===== src/sv/tcd_pkg.sv =====
// ----------------------------------------------------------------------------
// tcd_pkg
// shared types and charset codes for the text charset detector
// ----------------------------------------------------------------------------
package tcd_pkg;

    localparam logic [2:0] CS_UNKNOWN = 3'd0;
    localparam logic [2:0] CS_ANSI    = 3'd1;
    localparam logic [2:0] CS_UTF8    = 3'd2;
    localparam logic [2:0] CS_UTF16LE = 3'd3;
    localparam logic [2:0] CS_UTF16BE = 3'd4;

    localparam logic [2:0] COUNT_SAT  = 3'd5;

    // running stream checks
    typedef struct packed {
        logic            ascii_good;
        logic            gbk_good;
        logic            gbk_need_trail;
        logic            utf8_good;
        logic [1:0]      utf8_pending;
        logic            le_good;
        logic            le_wait_low;
        logic            be_good;
        logic            be_wait_low;
        logic            odd_phase;
        logic [3:0][7:0] head;
        logic [2:0]      byte_count;
    } t_stream;

    typedef struct packed {
        logic [2:0] charset;
        logic [1:0] mark_length;
        logic       accepted;
    } t_result;

endpackage


===== src/sv/text_charset_detector.sv =====
// ----------------------------------------------------------------------------
// text_charset_detector
// streaming charset detector with byte-order mark and expected-charset check
// ----------------------------------------------------------------------------
// Takes one text byte per cycle on the slave stream, tlast on the final byte
// of each stream. Bytes pass an input register, then the running checks
// update and, on the final byte, the verdict is written to the result
// register, from which the result beat is sent. Input is taken every cycle
// but for one stall: a second final byte reaching the check stage while the
// previous result is still unread.
// The expected charset register should be written between streams.
module text_charset_detector (
    input  logic       i_clk,
    input  logic       i_rst_n,
    input  logic       i_s_axis_tvalid,
    output logic       o_s_axis_tready,
    input  logic [7:0] i_s_axis_tdata,   // [7:0] data_byte
    input  logic       i_s_axis_tlast,   // last_byte
    output logic       o_m_axis_tvalid,
    input  logic       i_m_axis_tready,
    output logic [7:0] o_m_axis_tdata,   // [2:0] charset, [4:3] mark_length, [5] accepted
    input  logic       i_cfg_valid,
    output logic       o_cfg_ready,
    input  logic [2:0] i_cfg_data        // expected_charset
);

    logic             r_in_valid;
    logic [7:0]       r_in_byte;
    logic             r_in_last;
    logic [2:0]       r_expected;
    logic             r_out_valid;
    tcd_pkg::t_result r_out;

    logic             out_free;
    logic             step;
    tcd_pkg::t_stream next_stream;
    tcd_pkg::t_result result;

    assign out_free        = !r_out_valid || i_m_axis_tready;
    assign step            = r_in_valid && (!r_in_last || out_free);
    assign o_s_axis_tready = !r_in_valid || step;
    assign o_cfg_ready     = 1'b1;

    always_ff @(posedge i_clk) begin
        if (!i_rst_n) begin
            r_in_valid <= 1'b0;
        end else if (o_s_axis_tready) begin
            r_in_valid <= i_s_axis_tvalid;
        end
    end

    always_ff @(posedge i_clk) begin
        if (o_s_axis_tready && i_s_axis_tvalid) begin
            r_in_byte <= i_s_axis_tdata;
            r_in_last <= i_s_axis_tlast;
        end
    end

    always_ff @(posedge i_clk) begin
        if (!i_rst_n) begin
            r_expected <= tcd_pkg::CS_UNKNOWN;
        end else if (i_cfg_valid) begin
            r_expected <= i_cfg_data;
        end
    end

    tcd_scan u_scan (
        .i_clk   (i_clk),
        .i_rst_n (i_rst_n),
        .i_step  (step),
        .i_byte  (r_in_byte),
        .i_last  (r_in_last),
        .o_next  (next_stream)
    );

    tcd_decide u_decide (
        .i_stream   (next_stream),
        .i_expected (r_expected),
        .o_result   (result)
    );

    always_ff @(posedge i_clk) begin
        if (!i_rst_n) begin
            r_out_valid <= 1'b0;
        end else if (step && r_in_last) begin
            r_out_valid <= 1'b1;
        end else if (i_m_axis_tready) begin
            r_out_valid <= 1'b0;
        end
    end

    always_ff @(posedge i_clk) begin
        if (step && r_in_last) begin
            r_out <= result;
        end
    end

    assign o_m_axis_tvalid = r_out_valid;
    assign o_m_axis_tdata  = {2'b00, r_out.accepted, r_out.mark_length, r_out.charset};

    // a new result beat only comes from a final byte leaving the check stage
    a_result_from_last: assert property (@(posedge i_clk) disable iff (!i_rst_n)
        $rose(o_m_axis_tvalid) |-> $past(step && r_in_last))
        else $error("result beat without a final byte");

    // the input side only stalls on a final byte blocked by an unread result
    a_stall_reason: assert property (@(posedge i_clk) disable iff (!i_rst_n)
        !o_s_axis_tready |-> (r_in_valid && r_in_last && r_out_valid && !i_m_axis_tready))
        else $error("input stalled without a blocked result");

    // an accepted stream always names a real charset
    a_accept_charset: assert property (@(posedge i_clk) disable iff (!i_rst_n)
        (o_m_axis_tvalid && r_out.accepted) |-> (r_out.charset != tcd_pkg::CS_UNKNOWN))
        else $error("accepted result with unknown charset");

    // a byte-order mark length only goes with a unicode charset
    a_mark_charset: assert property (@(posedge i_clk) disable iff (!i_rst_n)
        (o_m_axis_tvalid && r_out.mark_length != 2'd0) |->
        (r_out.charset == tcd_pkg::CS_UTF8 || r_out.charset == tcd_pkg::CS_UTF16LE
         || r_out.charset == tcd_pkg::CS_UTF16BE))
        else $error("mark length with non-unicode charset");

endmodule


===== src/sv/tcd_scan.sv =====
// ----------------------------------------------------------------------------
// tcd_scan
// per-byte update of the running ascii, gbk, utf-8 and utf-16 checks
// ----------------------------------------------------------------------------
module tcd_scan (
    input  logic             i_clk,
    input  logic             i_rst_n,
    input  logic             i_step,
    input  logic [7:0]       i_byte,
    input  logic             i_last,
    output tcd_pkg::t_stream o_next
);

    tcd_pkg::t_stream r_state;
    tcd_pkg::t_stream n_state;

    always_comb begin
        logic [7:0] top;
        top     = i_byte & 8'hFC;
        n_state = r_state;

        if (i_byte[7]) begin
            n_state.ascii_good = 1'b0;
        end

        if (r_state.gbk_need_trail) begin
            if (i_byte < 8'h40 || i_byte == 8'hFF) begin
                n_state.gbk_good = 1'b0;
            end
            n_state.gbk_need_trail = 1'b0;
        end else if (i_byte[7]) begin
            if (i_byte == 8'h80 || i_byte == 8'hFF) begin
                n_state.gbk_good = 1'b0;
            end else begin
                n_state.gbk_need_trail = 1'b1;
            end
        end

        if (r_state.utf8_pending != 2'd0) begin
            if ((i_byte & 8'hC0) != 8'h80) begin
                n_state.utf8_good = 1'b0;
            end
            n_state.utf8_pending = r_state.utf8_pending - 2'd1;
        end else if (!i_byte[7]) begin
            n_state.utf8_pending = 2'd0;
        end else if ((i_byte & 8'hE0) == 8'hC0) begin
            n_state.utf8_pending = 2'd1;
        end else if ((i_byte & 8'hF0) == 8'hE0) begin
            n_state.utf8_pending = 2'd2;
        end else if ((i_byte & 8'hF8) == 8'hF0) begin
            n_state.utf8_pending = 2'd3;
        end else begin
            n_state.utf8_good = 1'b0;
        end

        // odd bytes carry the high half of a little-endian unit
        if (r_state.odd_phase) begin
            if (r_state.le_wait_low) begin
                if (top != 8'hDC) begin
                    n_state.le_good = 1'b0;
                end
                n_state.le_wait_low = 1'b0;
            end else if (top == 8'hD8) begin
                n_state.le_wait_low = 1'b1;
            end else if (top == 8'hDC) begin
                n_state.le_good = 1'b0;
            end
        end else begin
            if (r_state.be_wait_low) begin
                if (top != 8'hDC) begin
                    n_state.be_good = 1'b0;
                end
                n_state.be_wait_low = 1'b0;
            end else if (top == 8'hD8) begin
                n_state.be_wait_low = 1'b1;
            end else if (top == 8'hDC) begin
                n_state.be_good = 1'b0;
            end
        end
        n_state.odd_phase = !r_state.odd_phase;

        if (r_state.byte_count < 3'd4) begin
            n_state.head[r_state.byte_count[1:0]] = i_byte;
        end
        if (r_state.byte_count < tcd_pkg::COUNT_SAT) begin
            n_state.byte_count = r_state.byte_count + 3'd1;
        end
    end

    assign o_next = n_state;

    always_ff @(posedge i_clk) begin
        if (!i_rst_n || (i_step && i_last)) begin
            r_state.ascii_good     <= 1'b1;
            r_state.gbk_good       <= 1'b1;
            r_state.gbk_need_trail <= 1'b0;
            r_state.utf8_good      <= 1'b1;
            r_state.utf8_pending   <= 2'd0;
            r_state.le_good        <= 1'b1;
            r_state.le_wait_low    <= 1'b0;
            r_state.be_good        <= 1'b1;
            r_state.be_wait_low    <= 1'b0;
            r_state.odd_phase      <= 1'b0;
            r_state.byte_count     <= 3'd0;
        end else if (i_step) begin
            r_state.ascii_good     <= n_state.ascii_good;
            r_state.gbk_good       <= n_state.gbk_good;
            r_state.gbk_need_trail <= n_state.gbk_need_trail;
            r_state.utf8_good      <= n_state.utf8_good;
            r_state.utf8_pending   <= n_state.utf8_pending;
            r_state.le_good        <= n_state.le_good;
            r_state.le_wait_low    <= n_state.le_wait_low;
            r_state.be_good        <= n_state.be_good;
            r_state.be_wait_low    <= n_state.be_wait_low;
            r_state.odd_phase      <= n_state.odd_phase;
            r_state.byte_count     <= n_state.byte_count;
        end
        // head bytes are only read below the fill count, so they need no reset
        if (i_step) begin
            r_state.head <= n_state.head;
        end
    end

endmodule


===== src/sv/tcd_decide.sv =====
// ----------------------------------------------------------------------------
// tcd_decide
// byte-order mark lookup, priority detection and expected-charset check
// ----------------------------------------------------------------------------
module tcd_decide (
    input  tcd_pkg::t_stream i_stream,
    input  logic [2:0]       i_expected,
    output tcd_pkg::t_result o_result
);

    always_comb begin
        logic [2:0] n_cnt;
        logic [2:0] mark_cs;
        logic [1:0] mark_len;
        logic [2:0] det;
        logic [2:0] cs;
        logic       ok;
        logic       utf32be;
        logic       fffe0000;

        n_cnt    = i_stream.byte_count;
        utf32be  = n_cnt >= 3'd4 && i_stream.head[0] == 8'h00 && i_stream.head[1] == 8'h00
                   && i_stream.head[2] == 8'hFE && i_stream.head[3] == 8'hFF;
        fffe0000 = n_cnt >= 3'd4 && i_stream.head[0] == 8'hFF && i_stream.head[1] == 8'hFE
                   && i_stream.head[2] == 8'h00 && i_stream.head[3] == 8'h00;

        if (n_cnt < 3'd2) begin
            mark_cs = tcd_pkg::CS_UNKNOWN;
        end else if (utf32be) begin
            mark_cs = tcd_pkg::CS_UNKNOWN;
        end else if (fffe0000) begin
            // utf-16le only when the stream is exactly these four bytes
            mark_cs = (n_cnt == 3'd4) ? tcd_pkg::CS_UTF16LE : tcd_pkg::CS_UNKNOWN;
        end else if (n_cnt >= 3'd3 && i_stream.head[0] == 8'hEF && i_stream.head[1] == 8'hBB
                     && i_stream.head[2] == 8'hBF) begin
            mark_cs = tcd_pkg::CS_UTF8;
        end else if (i_stream.head[0] == 8'hFF && i_stream.head[1] == 8'hFE) begin
            mark_cs = tcd_pkg::CS_UTF16LE;
        end else if (i_stream.head[0] == 8'hFE && i_stream.head[1] == 8'hFF) begin
            mark_cs = tcd_pkg::CS_UTF16BE;
        end else begin
            mark_cs = tcd_pkg::CS_UNKNOWN;
        end

        if (mark_cs == tcd_pkg::CS_UTF8) begin
            mark_len = 2'd3;
        end else if (mark_cs == tcd_pkg::CS_UTF16LE || mark_cs == tcd_pkg::CS_UTF16BE) begin
            mark_len = 2'd2;
        end else begin
            mark_len = 2'd0;
        end

        if (i_stream.ascii_good) begin
            det = tcd_pkg::CS_ANSI;
        end else if (i_stream.gbk_good && !i_stream.gbk_need_trail) begin
            det = (i_stream.utf8_good && i_stream.utf8_pending == 2'd0)
                  ? tcd_pkg::CS_UTF8 : tcd_pkg::CS_ANSI;
        end else if (i_stream.utf8_good && i_stream.utf8_pending == 2'd0) begin
            det = tcd_pkg::CS_UTF8;
        end else if (!i_stream.odd_phase && i_stream.le_good && !i_stream.le_wait_low) begin
            det = tcd_pkg::CS_UTF16LE;
        end else if (!i_stream.odd_phase && i_stream.be_good && !i_stream.be_wait_low) begin
            det = tcd_pkg::CS_UTF16BE;
        end else begin
            det = tcd_pkg::CS_UNKNOWN;
        end

        cs = mark_cs;
        ok = 1'b1;
        if (i_expected != tcd_pkg::CS_UNKNOWN && i_expected != mark_cs) begin
            if (mark_len != 2'd0) begin
                ok = 1'b0;
            end else if (det != i_expected) begin
                ok = 1'b0;
            end else begin
                cs = i_expected;
            end
        end
        if (ok && cs == tcd_pkg::CS_UNKNOWN) begin
            cs       = det;
            mark_len = 2'd0;
        end
        if (cs == tcd_pkg::CS_UNKNOWN) begin
            ok = 1'b0;
        end

        o_result.charset     = cs;
        o_result.mark_length = mark_len;
        o_result.accepted    = ok;
    end

endmodule

===== config.mk =====
export PLATFORM = sky130hd
export DESIGN_NAME = text_charset_detector
export DESIGN_NICKNAME = d
export VERILOG_FILES = /design/src/sv/tcd_pkg.sv /design/src/sv/text_charset_detector.sv /design/src/sv/tcd_scan.sv /design/src/sv/tcd_decide.sv
export SDC_FILE = /design/constraint.sdc
export NUM_CORES = 1
export LEC_CHECK = 0
export ABC_CLOCK_PERIOD_IN_PS = 2900
export BUFFER_PORTS_ARGS = -buffer_cell sky130_fd_sc_hd__buf_2
export CAP_MARGIN = 20
export CORE_UTILIZATION = 45
export CTS_BUF_LIST = sky130_fd_sc_hd__clkbuf_8
export CTS_CLUSTER_SIZE = 20
export DETAILED_ROUTE_END_ITERATION = 8
export SYNTH_ARGS = -nofsm -noshare
export SYNTH_HDL_FRONTEND = slang
export SYNTH_SLANG_ARGS = --single-unit

===== constraint.sdc =====
create_clock -name i_clk -period 2.9 [get_ports i_clk]
set_clock_uncertainty 0.1 [all_clocks]
set_input_delay 0.58 -clock i_clk [delete_from_list [all_inputs] [get_ports i_clk]]
set_output_delay 0.58 -clock i_clk [all_outputs]
set_load 0.01 [all_outputs]

---- Word-level counts from Yosys, hierarchy flattened ----
Cells that the tools add are included.
operators by class
  $add $sub $neg .......................... 2
  multipliers ............................. 0
  divide/modulo/power cells ............... 0
  magnitude comparators ................... 8
  eq/ne operators ......................... 24
  shift-type cells ........................ 0
  mux-type cells .......................... 56
  bitwise logic cells ..................... 0
  reduce and logical (&&, ||, !) cells .... 51
operators by type and width
  cell                                                                           number
  8-bit equality test (second input constant)                                    11
  3-bit 2-to-1 mux                                                               17
  32-bit bitwise mux                                                             1
  8-bit logical NOT                                                              4
  32-bit 2-to-1 mux                                                              1
  2-bit 2-to-1 mux                                                               14
  1-bit logical AND                                                              25
  1-bit 2-to-1 mux                                                               21
  8-bit demux with 2-bit select                                                  1
  6-bit equality test (second input constant)                                    2
  3-bit equality test (second input constant)                                    3
  1-bit logical NOT                                                              8
  8-bit by 7-bit less-than comparator with 1-bit output (second input constant)  1
  8-bit 2-to-1 mux                                                               1
  1-bit logical OR                                                               7
  3-bit by 2-bit equality test with 1-bit output (second input constant)         2
  3-bit logical NOT                                                              2
  3-bit less-than comparator (second input constant)                             2
  3-bit inequality test                                                          2
  6-bit inequality test (second input constant)                                  1
  2-bit nonzero test                                                             3
  5-bit equality test (second input constant)                                    1
  4-bit equality test (second input constant)                                    1
  3-bit by 1-bit adder with 3-bit output (second input constant)                 1
  other kinds (9)                                                                9
storage, ports and cells
  flip-flop bits (word level) ............. 66
  latch bits .............................. 0
  RAM bits ................................ 0
  ROM bits ................................ 0
  input port bits ......................... 17
  output and inout bits ................... 11
  logic and storage cells ................. 164
  memories kept ........................... 0

---- Longest topological paths before layout ----
Gate-level depths: netlist (run 1).
  depth after elaboration ................. 25
  gate-level depth with buffers ........... 12
  mapped depth without buffers ............ 10

---- By module ----
Synthesis (run 1) repeated with hierarchy kept, for this count alone.
unflattened totals
  cells, all modules ...................... 333
  area total of the unflattened synthesis .. 3,598.5 um2
by module, submodules not included
  module                 times used  cells an instance  area an instance (um2)  seq. area each (um2)
  tcd_scan               1           194                2,283.4                 1,241.2
  text_charset_detector  1           41                 706.9                   550.5
  tcd_decide             1           98                 608.1                   0.0

---- Worst setup path after synthesis (run 1) ----
No wires, ideal clock.
  kind .................................... flip-flop to flip-flop
  from .................................... register u_scan.r_state[0] (netlist name)
  to ...................................... register r_out (netlist bit o_m_axis_tdata[0]) (data pin)
  setup time .............................. 0.254 ns
  data arrival time ....................... 2.586 ns
  required time ........................... 2.546 ns
  slack ................................... -0.040 ns
  cell stages (with the launch flop) ...... 11
  path buffers ............................ 0
  clock period less this slack ............ 2.940 ns
  path through ............................ dfxtp_1 -> inv_1 -> ha_1 -> nand2b_1 -> mux2_4 -> a2111oi_4 -> nand4_1 -> or3_4 -> a31oi_4 -> and3b_1 -> a21o_1
RTL lines
  what                  RTL line                     RTL
  start, declared       tcd_scan.sv:14               tcd_pkg::t_stream r_state;
  end signal, assigned  text_charset_detector.sv:94  r_out <= result;
  end, declared         text_charset_detector.sv:32  tcd_pkg::t_result r_out;

==> results of run 1 <==
## cell usage after synthesis, types with 7 or more instances
master,instances,area share
nor2_1,28,0.028
clkbuf_1,14,0.014
o21ai_0,18,0.024
a21oi_1,22,0.029
nor2b_1,9,0.015
mux2i_1,11,0.029
nand3_1,7,0.0092
edfxtp_1,47,0.37
mux2_2,17,0.050
nand4_1,10,0.016
inv_1,14,0.014
nand2_1,44,0.044
dfxtp_1,19,0.10
nor4_1,11,0.018
## state kept, by name (all words and copies together), names as in the netlist
signal           cells
r_in_last            1
r_expected           3
r_in_valid           1
o_m_axis_tdata       6
o_m_axis_tvalid      1
r_in_byte            8
u_scan.r_state      46
## metrics by stage
step | std cells | worst slack, ns | power, W | setup TNS [ns]
2_1_floorplan | 376 | 0.0300 | 0.00129 | 0
3_3_place_gp | 512 | -0.0115 | 0.00137 | -0.0115
3_5_place_dp | 512 | -0.122 | 0.00138 | -0.182
4_1_cts | 531 | 0.00633 | 0.00224 | 0
5_1_grt | 537 | -0.0659 | 0.00233 | -0.157
6_report | 537 | 0.0254 | 0.00225 | 0
## what timing repair did
action	CTS	global route
pin swaps	5	10
gates resized for setup	7	11
endpoints found under the setup margin	2	5
setup buffers	3	6
## cells in the final DEF (no fill, tap or decap), types with 9 or more instances in the layout
cell	instances
edfxtp_1	47
nor2_1	27
mux2i_1	11
mux2_2	16
clkbuf_8	10
dfxtp_1	17
nand4_1	10
a21oi_1	22
o21ai_0	18
buf_4	38
nand2_1	44
inv_1	13
nor2b_1	9
buf_2	24
nor4_1	11
## layer usage
layer	wire, um	share of wire
met4	164	0.019
met3	399	0.046
met2	4030	0.47
met5	0	0
met1	4000	0.47
## final timing paths
check	from	to	slack (ns)
worst min-delay path	i_s_axis_tlast	r_in_last	0.29
worst max register to register	u_scan.r_state[1]	o_m_axis_tdata[0]	0.03
worst max-delay path	u_scan.r_state[1]	o_m_axis_tdata[0]	0.03
worst min register to register	u_scan.r_state[45]	u_scan.r_state[45]	0.34
## cell families after synthesis
group | count (synthesis) | share of synthesized area
simple gates | 157 | 0.230
fa+ha+maj | 4 | 0.0132
compound gates | 73 | 0.132
mux | 32 | 0.0943
buf+inv | 38 | 0.0498
flops | 66 | 0.472
xor+xnor | 3 | 0.00693
other cells | 2 | 0.00198
## worst max-delay path, cell delays in order, from the launching register on
cell       delay [ns]
dfxtp_4          0.39
inv_4            0.04
ha_4             0.16
nand2b_4         0.07
mux2_4           0.32
a2111oi_4        0.36
nand4_1          0.21
or3_4            0.39
a31oi_4          0.20
and3b_2          0.24
a21o_1           0.16
## power by group
part	switching (W)	total, W	internal (W)
logic	0.000158	0.000283	0.000126
clock network	0.000369	0.000870	0.000502
registers	0.0000349	0.00109	0.00106
total	0.000561	0.00225	0.00169
## cell type report
class	count	area (um2)	share of cell area
clock inverter	6	80.1	0.0178
timing repair buffer	63	425	0.0944
tap	105	131	0.0292
clock buffer	10	138	0.0305
sequential	66	1800	0.399
inverter	15	58.8	0.0131
multi-input combinational	272	1880	0.416
==> key figures, run 1 <==
Route
  – DRT iter0 DRCs: 190
  – DRC: 0
  – Post-DRT Antenna Nets: 0
  – WL/cell: between 15 and 20 um
  – Drt pass-1 iters: 4
  – Vias: a little under 3,000
  – Via density per instance: ~5.5
  – Final wirelength: 8.59 mm

Yosys
  – Main flop type after synthesis: edfxtp_1
  – Post-synthesis cell count: approximately 380
  – Area of the mapped netlist: between 3000 and 4000 um2
  – Post-synthesis sequential area ratio: 0.472
  – Yosys warnings: 0
  – Avg Synthesized Cell Area: roughly 10 um2
  – Unique masters post-synth: 62
  – Asr flop ratio synth: 0
  – Post-synth EDFFs: 47
  – Synth Register Bits: 66

CTS
  – Max Root-Sink Buffers: 2
  – Clk root buf: clkbuf_8
  – Later-pin clock latency in the skew report: around 0.36 ns
  – CTS H-tree depth: 3
  – Clk slew on worst S/H paths: about 0.080 ns
  – TritonCTS buffer count: 9
  – CTS Sinks: 66
  – Post-CTS Hold Buffers: 0
  – CTS tree: done

Placed design
  – Gpl congestion: approximately 0.81
  – PortBufs: 24
  – Dpl hpwl: just over 6 mm
  – Dpl cell area: between 4000 and 5000 um2

Worst setup path
  – Crit path launch type: flip-flop
  – Crit-path max FO: 5
  – CP Data Required Time: 2.92 ns
  – Crit end category: flip-flop
  – Crit Path Category: flip-flop to flip-flop
  – Worst r2r path cells: 10
  – Critical path arrival: between 2 and 3 ns

Timing
  – Final Hold Fails: 0
  – Final setup fails: 0
  – FMAX: between 0.3 and 0.4 GHz
  – Least-Margin Pin Slew: between 0.9 and 1 ns
  – Max_slew headroom: 0.359
  – Max Slew Vio Count: 0
  – Fin Hold WS: a little under 0.3 ns
  – Unrepaired setup endpoints after global routing: true
  – Final worst path period share: 0.991
  – Post-route minimum period: between 2 and 3 ns

Floorplanning
  – Die Wd: 93.8 um
  – Starting Density: 0.464
  – Die H: about 94 um
  – IO Pins: 28
  – Core area: about 8000 um2
  – Die area: 8800 um2
  – Row count: 33

GRT
  – Grt ovf: 0
  – Met1 Use GR: 0.275
  – Initial antenna violation count: 0
  – Global-route wire length before repair: approximately 14 mm
  – Gr busiest metal: met2
  – Routing usage on met2: 0.341
  – Grt met3 use: 0.0647
  – Vias in the first global route: 2,834
  – Largest net degree at the start of global routing: 39
  – Overall Global Routing Usage: 0.214

Power and ir drop
  – Leak pwr: 1.76 nW
  – Peak supply drop: just under 0.3 mV
  – Power per standard cell area: about 500 nW/um2

Finish
  – NumNets Final: between 400 and 500
  – Fraction of layout cells with a size suffix above 1: 0.296
  – Utilization after layout: 0.551
  – Inserted Diodes: 0
  – Filler cell count in the final layout: about 730
  – Area Overhead vs Synth: 18.8%
  – Final Cell Area: around 4500 um2

Hold path
  – Worst hold path cell count: 1
  – Hold Path Class: input pin to flip-flop

Flow run
  – Maxcap violations: 0

Outcome
  – Outcome: complete, no violations
Note: power is estimated with default switching activity, not from simulation.
==> run 2: changes to the inputs <==
CAP_MARGIN = default   (was 20)
CORE_UTILIZATION = 50   (was 45)
HOLD_SLACK_MARGIN = 0.15   (was default)
PLACE_DENSITY = 0.71   (was default)
==> run 2 against run 1 <==
Effect of this change:
- the flow now finishes with violations (negative setup slack)
- non-clock buffer count up 2
- sequential share of layout area shrank 0.59 points
- sequential power hardly changed
==> key figures, run 2 (same netlist as run 1, synthesis figures left out) <==
Outcome
  – Outcome: finished, violations left
  – Failing checks: negative setup slack

Route
  – Drt pass-1 iters: 5 (+1)
  – DRT iter0 DRCs: 269 (+42%)
  – Vias: 3,076 (+4.5%)
  – Post-DRT Antenna Nets: 0 (unchanged)
  – Via density per instance: 5.77 (+5.3%)
  – DRC: 0 (unchanged)
  – WL/cell: 16.7 um (+4.7%)
  – Final wirelength: 8.92 mm (+3.9%)

Timing
  – Final WS setup: -0.00379 ns (-0.0292 ns)
  – Max Slew Vio Count: 0 (unchanged)
  – Post-route minimum period: 2.90 ns (+0.0292 ns)
  – FMAX: 0.344 GHz (-1.0%)
  – Unrepaired setup endpoints after global routing: true
  – Final worst path period share: 1.00 (+0.0101)
  – Final Hold Fails: 0 (unchanged)
  – Fin Hold WS: 0.302 ns (+0.0126 ns)
  – Max_slew headroom: 0.351 (-0.00836)
  – Final setup fails: 2 (+2)
  – Least-Margin Pin Slew: 0.970 ns (+0.0125 ns)

CTS
  – Max Root-Sink Buffers: 2 (unchanged)
  – CTS H-tree depth: 3 (unchanged)
  – TritonCTS buffer count: 9 (unchanged)
  – Clk slew on worst S/H paths: 0.07 ns (about the same)
  – Clk root buf: clkbuf_8
  – CTS Sinks: 66 (unchanged)
  – CTS tree: done
  – Later-pin clock latency in the skew report: 0.35 ns (about the same)

Power and ir drop
  – Gate power share: 0.117 (-0.009)
  – Clock power share: 0.433 (+0.046)
  – Switch Pwr: 0.000567 W (+0.97%)
  – Seq pwr share: 0.450 (-0.037)
  – Leak pwr: 1.79 nW (+1.7%)
  – Internal: 0.00187 W (+11%)
  – Peak supply drop: 0.327 mV (+11%)
  – Total Power: 0.00243 W (+8.3%)
  – Switching Share: 0.233 (-0.0169)
  – Power per standard cell area: 532 nW/um2 (+6.6%)

Floorplanning
  – Die H: 89.1 um (-5.0%)
  – IO Pins: 28 (unchanged)
  – Row count: 31 (-6.1%)
  – Die Wd: 89.1 um (-5.0%)
  – Die area: 7940 um2 (-9.8%)
  – Core area: 7290 um2 (-11%)
  – Starting Density: 0.520 (+0.0562)

Finish
  – Multi-input gate area: 1880 um2 (+0.20%)
  – Finished Layout Cells: 533 (-0.74%)
  – Commonest non-fill, non-tap cell in the layout: edfxtp_1
  – Filler cell count in the final layout: 630 (-14%)
  – Top reg by flops: u_scan.r_state
  – Inserted Diodes: 0 (unchanged)
  – Utilization after layout: 0.628 (+0.0765)
  – Fraction of layout cells with a size suffix above 1: 0.304 (+0.00785)
  – Register area: 1800 um2 (about the same)
  – NumNets Final: 450 (+0.45%)
  – Area Overhead vs Synth: 20.6%
  – Commonest non-fill, non-tap cells in the layout: 47 x edfxtp_1, 44 x nand2_1, 39 x buf_4
  – Largest register FFs: 46 (unchanged)

Flow run
  – Maxcap violations: 0 (unchanged)

Worst setup path
  – Critical Path Source: u_scan.r_state[0]
  – Crit path launch type: flip-flop
  – R2R Path End: o_m_axis_tdata[5]
  – Crit Path Category: flip-flop to flip-flop
  – Critical path arrival: 3.01 ns (+0.11 ns)
  – CP endpoint: o_m_axis_tdata[5]
  – Worst r2r path cells: 14 (+4)
  – Worst r2r src: u_scan.r_state[0]
  – Crit-path max FO: 3 (-2)
  – Crit end category: flip-flop
  – CP Data Required Time: 3.00 ns (+0.08 ns)
  – Reg2reg setup slack: -0.004 ns (-0.03 ns)

Placed design
  – Dpl hpwl: 6.15 mm (+1.7%)
  – Placed cells: 508 (-0.78%)
  – PortBufs: 24 (unchanged)
  – Gpl congestion: 0.856 (+5.2%)

GRT
  – Vias in the first global route: 2,902 (+2.4%)
  – Grt ovf: 0 (unchanged)
  – Initial antenna violation count: 0 (unchanged)
  – Overall Global Routing Usage: 0.242 (+0.0273)
  – Global-route wire length before repair: 14.2 mm (+1.0%)
  – Largest net degree at the start of global routing: 39 (unchanged)

Hold path
  – Worst Min Path Start: i_s_axis_tlast
  – Worst hold path cell count: 1 (unchanged)
  – Hold Path Class: input pin to flip-flop
## run 2: changes by cell type in the layout (fill, tap and decap cells not counted)
cell	before	now
bufinv_16	2	4
clkinv_2	2	0
buf_4	38	39
buf_6	0	1
dfxtp_1	17	16
dfxtp_2	1	2
inv_1	13	12
inv_6	0	1
nor2_1	27	28
nor2_2	1	0
nor4_1	11	10
nor4_2	0	1
## run 2: worst max-delay path: stages (launching register included)
cell and delay, ns:
dfxtp_2 0.35, inv_4 0.05, ha_4 0.16, nand2b_4 0.08
mux2_4 0.32, a2111oi_4 0.36, nand4_1 0.21, buf_4 0.18
buf_4 0.12, buf_4 0.12, buf_4 0.13, nor4_2 0.16
o2111ai_1 0.12, and3_1 0.19, o2bb2ai_2 0.11
## run 2: through the flow
stage                     cell area [um2]  worst slack [ns]  TNS [ns]
after floorplan                      3800            0.0300         0
after CTS                            4520            0.0150         0
after global placement               4160            0.0146         0
after detailed placement             4160           -0.0914    -0.117
final                                4580          -0.00379  -0.00691
after global routing                 4580           -0.0999    -0.246
## run 2: area by class of cell
cell class                      count  share of cell area
Clock buffer                       10              0.0301
Clock inverter                      6              0.0295
Inverter                           15              0.0128
Multi-Input combinational cell    272               0.411
Sequential cell                    66               0.393
Tap cell                           99              0.0271
Timing Repair Buffer               65              0.0970
## run 2: power groups by stage
| stage | clock (W) | sequential, W | combinational [W] |
|---|---|---|---|
| 2_1_floorplan | 0 | 0.00110 | 0.000188 |
| 3_3_place_gp | 0 | 0.00111 | 0.000259 |
| 3_5_place_dp | 0 | 0.00112 | 0.000265 |
| 4_1_cts | 0.00106 | 0.00109 | 0.000272 |
| 5_1_grt | 0.00110 | 0.00110 | 0.000313 |
| 6_report | 0.00105 | 0.00109 | 0.000284 |
## run 2: metal layers
layer	GRT usage	vias to the layer above	wire [um]
li1	-	1485	-
met1	0.310	1472	3950
met2	0.384	94	4230
met3	0.0656	25	504
met4	0.107	0	234
met5	0	-	0
## run 2: what timing repair did
item | CTS | global route
setup buffers | 8 | 1
hold buffers | 0 | 0
setup endpoints to repair | 2 | 5
gates resized for setup | 8 | 12
pin swaps | 6 | 3
## run 2: worst min path at each step
stage and to:
6_report r_in_last, 5_1_grt r_in_last, 4_1_cts r_in_last, 3_5_place_dp u_scan.r_state[45], 3_3_place_gp u_scan.r_state[45], 2_1_floorplan u_scan.r_state[45]
==> run 3: changes to the inputs <==
CORE_UTILIZATION = 44   (was 50)
PLACE_DENSITY = default   (was 0.71)
==> run 3 against run 2 <==
Effect of this change:
- design area grew 0.85%
- the flow now finishes without violations
- total power decreased by 6.8%
- setup slack improved by 0.098 ns
- largest power group unchanged
- clock power down 16%
- register-to-register slack gained 0.098 ns
- worst hold slack worse by 0.0064 ns
- combinational power increased by 2%
- via count grew 0.39%
==> key figures, run 3 (same netlist as run 1, synthesis figures left out) <==
CTS
  – CTS tree: done
  – Clk root buf: clkbuf_8
  – Clk slew on worst S/H paths: 0.08 ns (about the same)
  – Later-pin clock latency in the skew report: 0.35 ns (about the same)
  – TritonCTS buffer count: 9 (unchanged)
  – CTS Sinks: 66 (unchanged)
  – CTS H-tree depth: 3 (unchanged)
  – Max Root-Sink Buffers: 2 (unchanged)

Route
  – Drt pass-1 iters: 4 (-1)
  – DRT iter0 DRCs: 213 (-21%)
  – Post-DRT Antenna Nets: 0 (unchanged)
  – DRC: 0 (unchanged)
  – Vias: 3,088 (+0.39%)
  – Final wirelength: 9.11 mm (+2.0%)
  – Via density per instance: 5.64 (-2.4%)
  – WL/cell: 16.6 um (-0.76%)

Flow run
  – Maxcap violations: 0 (unchanged)

Finish
  – Fraction of layout cells with a size suffix above 1: 0.323 (+0.0187)
  – NumNets Final: 459 (+2.0%)
  – Top reg by flops: u_scan.r_state
  – Inserted Diodes: 0 (unchanged)
  – Multi-input gate area: 1890 um2 (+0.80%)
  – Area Overhead vs Synth: 21.7%
  – Filler cell count in the final layout: 732 (+16%)
  – Commonest non-fill, non-tap cells in the layout: 49 x buf_4, 47 x edfxtp_1, 44 x nand2_1
  – Commonest non-fill, non-tap cell in the layout: buf_4
  – Utilization after layout: 0.556 (-0.0715)
  – Largest register FFs: 46 (unchanged)
  – Register area: 1800 um2 (about the same)

Floorplanning
  – Starting Density: 0.457 (-0.0631)
  – Core area: 8300 um2 (+14%)
  – Die H: 94.9 um (+6.5%)
  – Die area: 9000 um2 (+13%)
  – Row count: 33 (+6.5%)
  – IO Pins: 28 (unchanged)
  – Die Wd: 94.9 um (+6.5%)

GRT
  – Largest net degree at the start of global routing: 39 (unchanged)
  – Vias in the first global route: 2,848 (-1.9%)
  – Grt ovf: 0 (unchanged)
  – Global-route wire length before repair: 14.3 mm (+0.39%)
  – Initial antenna violation count: 0 (unchanged)
  – Overall Global Routing Usage: 0.216 (-0.0252)

Placed design
  – Gpl congestion: 0.879 (+2.7%)
  – Dpl hpwl: 6.43 mm (+4.4%)
  – PortBufs: 24 (unchanged)

Timing
  – FMAX: 0.356 GHz (+3.5%)
  – Post-route minimum period: 2.81 ns (-0.0975 ns)
  – Final setup fails: 0 (-2)
  – Max_slew headroom: 0.316 (-0.0341)
  – Fin Setup TNS: 0 ns (+0.00691 ns)
  – Unrepaired setup endpoints after global routing: true
  – Max Slew Vio Count: 0 (unchanged)
  – Final worst path period share: 0.968 (-0.0336)
  – Final Hold Fails: 0 (unchanged)
  – Least-Margin Pin Slew: 1.02 ns (+0.0510 ns)

Power and ir drop
  – Peak supply drop: 0.303 mV (-7.2%)
  – Power per standard cell area: 492 nW/um2 (-7.5%)
  – Leak pwr: 1.78 nW (-0.45%)
  – Total Power: 0.00227 W (-6.8%)

Worst setup path
  – Crit Path Category: flip-flop to flip-flop
  – Worst r2r path cells: 10 (-4)
  – Crit path launch type: flip-flop
  – Worst r2r src: u_scan.r_state[0]
  – Crit end category: flip-flop
  – Reg2reg setup slack: 0.09 ns (+0.10 ns)
  – CP Data Required Time: 2.91 ns (-0.09 ns)
  – R2R Path End: o_m_axis_tdata[0]
  – Crit-path max FO: 5 (+2)
  – Critical path arrival: 2.82 ns (-0.19 ns)

Outcome
  – Outcome: complete, no violations

Hold path
  – Worst hold path cell count: 1 (unchanged)
  – Worst Min Path Start: i_s_axis_tlast
  – Worst Hold End: r_in_last
  – Hold Path Class: input pin to flip-flop
-- run 3: cell types whose count changed in the layout (fill, tap and decap cells not counted), moves of 2 or more --
cell	change
buf_4	+10
bufinv_16	-2
clkinv_4	+2
mux2i_1	-2
mux2i_2	+2
-- run 3: area by class of cell --
cell class              count  area share
flip-flops and latches     66       0.389
well taps                 105      0.0285
multi-input cells         272       0.410
repair buffers             74       0.110
inverters                  15      0.0127
clock buffers              10      0.0298
clock inverters             6      0.0192
-- run 3: report_power, final --
group	internal [W]	switching [W]
logic	0.000130	0.000161
registers	0.00106	0.0000390
clock network	0.000509	0.000372
total	0.00170	0.000572
-- run 3: how the worst max path moves through the flow --
stage | startpoint | to | slack (ns) | cells past startpoint
2_1_floorplan | u_scan.r_state[0] | o_m_axis_tdata[0] | 0.03 | 10
3_3_place_gp | u_scan.r_state[1] | o_m_axis_tdata[0] | 0.03 | 10
3_5_place_dp | u_scan.r_state[1] | o_m_axis_tdata[0] | -0.05 | 10
4_1_cts | u_scan.r_state[1] | o_m_axis_tdata[0] | 0.0002 | 10
5_1_grt | u_scan.r_state[0] | o_m_axis_tdata[0] | -0.05 | 10
6_report | u_scan.r_state[0] | o_m_axis_tdata[0] | 0.09 | 10
-- run 3: stage by stage --
stage                     cell area (um2)  hold WS (ns)  std cells  worst slack, ns
after floorplan                      3800         0.315        376           0.0300
after global placement               4200         0.332        519           0.0281
after detailed placement             4200         0.330        519          -0.0507
after CTS                            4450         0.285        538         0.000169
after global routing                 4620         0.281        548          -0.0452
final                                4620         0.296        548           0.0937
-- run 3: layer usage --
metal  track usage  part of all wire  up-vias
met5             0                 0        -
met2         0.317              0.45      102
met1         0.297              0.48     1458
met4         0.125             0.026        0
li1              -                 -     1510
met3        0.0395             0.048       18
-- run 3: critical path, cell delays in order (launching register included) --
cell and delay (ns):
dfxtp_2 0.35, inv_4 0.05, ha_4 0.16, nand2b_4 0.07, mux2_4 0.31, a2111oi_4 0.34
nand4_1 0.18, or3_4 0.42, a31oi_4 0.19, and3b_2 0.25, a21o_1 0.15
-- run 3: timing repair --
item / CTS / global route
hold buffers: 0 / 0
endpoints found under the setup margin: 2 / 2
resized for setup: 2 / 18
pin swaps: 1 / 9
setup buffers: 3 / 10
